<file path="src/hdl/acf_pkg.sv">
// Shared types and constants for the audio convolution FIR block.
// No dependencies; every other file in hdl/ imports this package.
package acf_pkg;

  localparam int ACF_MAX_TAPS = 1024;

  localparam int SAMPLE_W    = 16;
  localparam int TAP_COUNT_W = 11;
  localparam int TAP_INDEX_W = 10;
  localparam int CFG_INDEX_W = 2;
  localparam int CFG_DATA_W  = 16;

  // Unity tap value is 2^UNITY_SHIFT - 1.
  localparam int UNITY       = 32767;
  localparam int UNITY_SHIFT = 15;
  localparam int GAIN_FRAC   = 8;

  localparam logic signed [SAMPLE_W-1:0] SAMPLE_MAX = 16'sh7fff;
  localparam logic signed [SAMPLE_W-1:0] SAMPLE_MIN = 16'sh8000;

  localparam logic REQ_LOAD   = 1'b0;
  localparam logic REQ_SAMPLE = 1'b1;

  localparam logic [CFG_INDEX_W-1:0] CFG_TAP_COUNT = 2'd0;
  localparam logic [CFG_INDEX_W-1:0] CFG_GAIN      = 2'd1;

  localparam logic [TAP_COUNT_W-1:0]        TAP_COUNT_RESET = 11'd1;
  localparam logic signed [CFG_DATA_W-1:0]  GAIN_RESET      = 16'sd256;

  typedef enum logic [1:0] {
    ST_IDLE,
    ST_RUN,
    ST_DRAIN
  } acf_state_t;

  // Control that travels alongside each tap step through the term pipeline.
  typedef struct packed {
    logic beat;
    logic act;
    logic first;
    logic last;
  } acf_ctl_t;

endpackage

</file>
<file path="src/hdl/acf_mac.sv">
// Shared term unit: per-tap multiply, divide by unity, gain, saturate, accumulate.
// Depends on acf_pkg; takes steps from acf_seq and holds the finished sum.
module acf_mac (
  input  logic                                clk,
  input  logic                                rst,
  input  logic signed [acf_pkg::SAMPLE_W-1:0] x_rd,
  input  logic signed [acf_pkg::SAMPLE_W-1:0] tap_rd,
  input  logic signed [acf_pkg::SAMPLE_W-1:0] gain,
  input  acf_pkg::acf_ctl_t                   ctl_in,
  input  logic                                res_take,
  output logic                                res_valid,
  output logic signed [acf_pkg::SAMPLE_W-1:0] res
);
  import acf_pkg::*;

  localparam int PW = 2 * SAMPLE_W;
  localparam int AW = PW - 1;
  localparam int QW = SAMPLE_W + 1;

  acf_ctl_t c1, c2, c3, c4;

  logic signed [SAMPLE_W-1:0] x_eff;
  logic signed [SAMPLE_W-1:0] tap_eff;
  logic signed [PW-1:0]       p1;
  logic [AW-1:0]              a_abs;
  logic [QW-1:0]              q0, r, q;
  logic                       neg1;
  logic signed [SAMPLE_W-1:0] t1_next, t1;
  logic signed [PW-1:0]       p2, p2_adj, p2_sh;
  logic signed [SAMPLE_W-1:0] t2_next, t2;
  logic signed [SAMPLE_W-1:0] acc, sum_next;

  assign x_eff   = ctl_in.act ? x_rd : '0;
  assign tap_eff = ctl_in.act ? tap_rd : '0;

  // Divide the magnitude by 2^15-1: a = q0*(2^15-1) + (q0 + low bits).
  always_comb begin
    neg1  = p1[PW-1];
    a_abs = neg1 ? AW'(-p1) : AW'(p1);
    q0    = QW'(a_abs[AW-1:UNITY_SHIFT]);
    r     = q0 + QW'(a_abs[UNITY_SHIFT-1:0]);
    if (r >= QW'(2 * UNITY)) begin
      q = q0 + QW'(2);
    end else if (r >= QW'(UNITY)) begin
      q = q0 + QW'(1);
    end else begin
      q = q0;
    end
    if (neg1) begin
      t1_next = (q > QW'(32768)) ? SAMPLE_MIN : SAMPLE_W'(QW'(0) - q);
    end else begin
      t1_next = (q > QW'(32767)) ? SAMPLE_MAX : SAMPLE_W'(q);
    end
  end

  always_comb begin
    p2_adj = p2[PW-1] ? p2 + PW'((1 << GAIN_FRAC) - 1) : p2;
    p2_sh  = p2_adj >>> GAIN_FRAC;
    if (p2_sh > PW'(SAMPLE_MAX)) begin
      t2_next = SAMPLE_MAX;
    end else if (p2_sh < PW'(SAMPLE_MIN)) begin
      t2_next = SAMPLE_MIN;
    end else begin
      t2_next = SAMPLE_W'(p2_sh);
    end
  end

  assign sum_next = c4.first ? t2 : acc + t2;

  always_ff @(posedge clk) begin
    p1  <= x_eff * tap_eff;
    t1  <= t1_next;
    p2  <= t1 * gain;
    t2  <= t2_next;
    if (c4.beat) begin
      acc <= sum_next;
    end
    if (c4.beat && c4.last) begin
      res <= sum_next;
    end
  end

  always_ff @(posedge clk) begin
    if (rst) begin
      c1        <= '{beat: 1'b0, act: 1'b0, first: 1'b0, last: 1'b0};
      c2        <= '{beat: 1'b0, act: 1'b0, first: 1'b0, last: 1'b0};
      c3        <= '{beat: 1'b0, act: 1'b0, first: 1'b0, last: 1'b0};
      c4        <= '{beat: 1'b0, act: 1'b0, first: 1'b0, last: 1'b0};
      res_valid <= 1'b0;
    end else begin
      c1 <= ctl_in;
      c2 <= c1;
      c3 <= c2;
      c4 <= c3;
      if (c4.beat && c4.last) begin
        res_valid <= 1'b1;
      end else if (res_take) begin
        res_valid <= 1'b0;
      end
    end
  end

  a_res_hold: assert property (@(posedge clk) disable iff (rst)
    (res_valid && !res_take) |=> (res_valid && $stable(res)))
    else $error("pending result changed before it was taken");

  a_no_overrun: assert property (@(posedge clk) disable iff (rst)
    (c4.beat && c4.last) |-> !res_valid)
    else $error("new sum finished while the previous one was pending");

endmodule

</file>
<file path="config.mk">
export PLATFORM = sky130hd
export DESIGN_NAME = acf_mac
export DESIGN_NICKNAME = d
export VERILOG_FILES = /design/src/hdl/acf_pkg.sv /design/src/hdl/acf_mac.sv
export SDC_FILE = /design/constraint.sdc
export NUM_CORES = 2
export LEC_CHECK = 0
export BUFFER_PORTS_ARGS = -buffer_cell sky130_fd_sc_hd__buf_2
export CAP_MARGIN = 30
export CORE_AREA = 2 2 261 263
export DETAILED_ROUTE_END_ITERATION = 16
export DIE_AREA = 0 0 263 265
export GPL_ROUTABILITY_DRIVEN = 0
export GPL_TIMING_DRIVEN = 0
export PLACE_DENSITY_LB_ADDON = 0.25
export SKIP_LAST_GASP = 1
export SYNTH_ARGS = -nofsm -noshare
export SYNTH_HDL_FRONTEND = slang
export SYNTH_SLANG_ARGS = --single-unit
</file>
<file path="constraint.sdc">
create_clock -name clk -period 12.9 [get_ports clk]
set_input_delay 1.935 -clock clk [delete_from_list [all_inputs] [get_ports clk]]
set_output_delay 1.935 -clock clk [all_outputs]
set_load 0.01 [all_outputs]
</file>
==> out/qor.yml <==
grt_start_max_net_pins: 18
synth-simple-area-share: 0.167
fmax_ghz: 0.110
synthArstFlopShare: 0
synth.area.mux_share: 0.00273
finalWorstSetupSlack_ns: 3.78
routed_wl_um: 65700
hold_path_depth: 1
final_layout_size_suffix_gt1_frac: 0.0526
synth_compound_area_frac: 0.0799
postCtsSetupRepairBufs: 0
via_count: 19400
synth_flop_cell: "dfxtp_1"
final.period_utilization: 0.707
slew_headroom: 0.366
fin_worst_skew_ns: 0.0251
first_pass_iters: 6
chipHeight_um: 265
wl_per_cell_um: 17.0
drt-initial-drc-count: 1241
yosys_warnings: 0
cts.clk_slew.worst_paths_ns: 0.08
worstPathRequired_ns: 13.29
min-delay-start: "c3[0]"
grt_pass1_vias: 20500
io_pins: 72
post-place-ws_ns: 3.41
start_util: 0.398
min_period_ns: 9.12
die_w_um: 263
r2r_setup_slack_ns: 4.94
syn_area_mm2: 0.0266
syn_inst: 2882
viasPerCell: 5.03
clock_sinks: 141
cts_resized: 0
hold_violations: 0
yosysSeqAreaShare: 0.118
core_mm2: 0.0668
cts-root-buf: "clkbuf_16"
final_antenna_net_count: 0
cts_made_buffers: 17
avgSynthCellArea_um2: 9.23
syn_nets: 3660
fin_tns_setup_ns: 0
synthToLayoutAreaGrowth_pct: 7.71
end_kind: "register"
synth_top_family_by_area: "adder cells"
critPathLaunchType: "primary input"
outcome: "complete, no violations"
whs_endpoint: "c4[0]"
synthAdderAreaFrac: 0.488
slew_viol_final: 0
io_buffer_count: 71
rows: 95
synth_cell_types: 80
track_usage: 0.196
hold_buffers: 0
hpwl_um: 55300
cts_tree: "yes"
rsz0062_at_grt: "false"
dieArea_mm2: 0.0697
synth_edf_count: 32
crit_type: "in2reg"
synth_xor_area_frac: 0.0473
cts_buffer_depth: 2
crit_arrival_ns: 9.50
grt_first_pass_wirelength_um: 109000
drv_cap: 0
fillers: 6728
min_path_type: "reg2reg"
ys_seq_elements: 141
worst_pin_slew_ns: 0.941
htree_num_levels: 4
r2r_start: "t1[9]"
grt_overflow_total: 0
cp_max_fo: 10
reg2reg_depth: 24
drc: 0
nets: 3750
antenna_found_initial: 1
setup_viol: 0
final_common_cell: "inv_1"
most-common-layout-cells: "inv_1 (582), fa_1 (526), nand2_1 (350)"
r2r-end: "p2[30]"
clk_latency_ns: 0.46
-- per-layer routing --
| metal | vias to the layer above | GRT usage | share of wire |
|---|---|---|---|
| li1 | 9198 | - | - |
| met1 | 9586 | 0.261 | 0.45 |
| met3 | 108 | 0.0199 | 0.045 |
| met5 | - | 0 | 0 |
| met2 | 519 | 0.338 | 0.48 |
| met4 | 0 | 0.0602 | 0.028 |
-- worst max-delay path by stage --
stage          startpoint      to  slack (ns)  depth (start not counted)
2_1_floorplan   ctl_in[2]  p1[31]        4.57                         28
3_3_place_gp      gain[3]  p2[30]        3.43                         25
3_5_place_dp      gain[4]  p2[30]        3.41                         25
4_1_cts           gain[4]  p2[30]        3.89                         25
5_1_grt           gain[4]  p2[30]        3.17                         25
6_report          gain[4]  p2[30]        3.78                         25
-- state kept, by name (all words and copies together) (netlist names) --
| signal | count |
|---|---|
| res | 16 |
| c3 | 3 |
| t2 | 16 |
| c4 | 3 |
| res_valid | 1 |
| p2 | 32 |
| acc | 16 |
| p1 | 32 |
| c2 | 3 |
| t1 | 16 |
| c1 | 3 |
-- logic make-up after synthesis --
| logic type | Yosys count |
|---|---|
| compound gates | 302 |
| xor+xnor | 143 |
| fa+ha+maj | 723 |
| buf+inv | 683 |
| flops | 141 |
| mux | 7 |
| simple gates | 883 |
-- final cells by class --
class | count | area (µm²) | area share
clock buffers | 21 | 472 | 0.0165
diodes | 2 | 5.00 | 0.000175
multi-input cells | 2058 | 20900 | 0.729
flip-flops and latches | 141 | 3140 | 0.110
plain buffers | 101 | 389 | 0.0136
well taps | 873 | 1090 | 0.0381
repair buffers | 71 | 355 | 0.0124
inverters | 582 | 2180 | 0.0762
clock inverters | 11 | 126 | 0.00441
-- metrics by stage --
step	hold slack, ns	util	std cells	instance area (µm²)
2_1_floorplan	0.414	-	2882	26600
3_3_place_gp	0.421	0.420	3826	28100
3_5_place_dp	0.427	0.420	3826	28100
4_1_cts	0.442	0.429	3858	28700
5_1_grt	0.453	0.429	3859	28700
6_report	0.431	0.429	3860	28700
-- Yosys cell counts, types with 5 or more instances --
cell type  instances  area [µm²]
a211o_1            7        61.3
and3_1           115         719
ha_1             197        2460
nand4_1            7        43.8
a31oi_1            7        43.8
edfxtp_1          32         961
nand2b_1          26         163
and2_1           137         857
a21o_1            27         203
nand3_1           34         170
o31ai_1           16         120
or3_1             10        62.6
o2111ai_1          5        43.8
nor2b_1           26         163
nand2_1          350        1310
or2_2             18         113
xnor2_1          101         885
mux2i_1            5        50.1
a21oi_1           53         265
xor2_1            41         359
o21bai_1           9        67.6
o41ai_1            8        70.1
nor4_1            16         100
inv_1            582        2180
o211ai_1           5        37.5
a21boi_0           8        60.1
a211oi_2          10         125
fa_1             526       10500
clkbuf_1          97         364
nor3_1            37         185
dfxtp_1          109        2180
o21a_1            18         135
or4_1              6        45.0
a211oi_1          12        90.1
nor2_1            79         297
o21ai_0           71         355
-- critical path, cell delays in order --
cell	delay (ns)
buf_2	0.24
clkbuf_1	0.50
nand2_1	0.16
fa_1	0.47
fa_1	0.53
inv_1	0.06
fa_1	0.49
fa_1	0.51
fa_1	0.49
inv_1	0.05
fa_1	0.47
inv_1	0.04
ha_1	0.35
and3_1	0.19
a31o_2	0.25
nor4_1	0.30
nor4_1	0.18
a221oi_1	0.53
o21ai_0	0.31
o41ai_1	0.58
o2111ai_1	0.27
nand2_1	0.16
o21ai_0	0.10
a21oi_1	0.18
xnor2_1	0.14
Power is left out: the tool's default activity adds up to more than one toggle a clock period on the data nets, which glitch-free logic cannot reach.
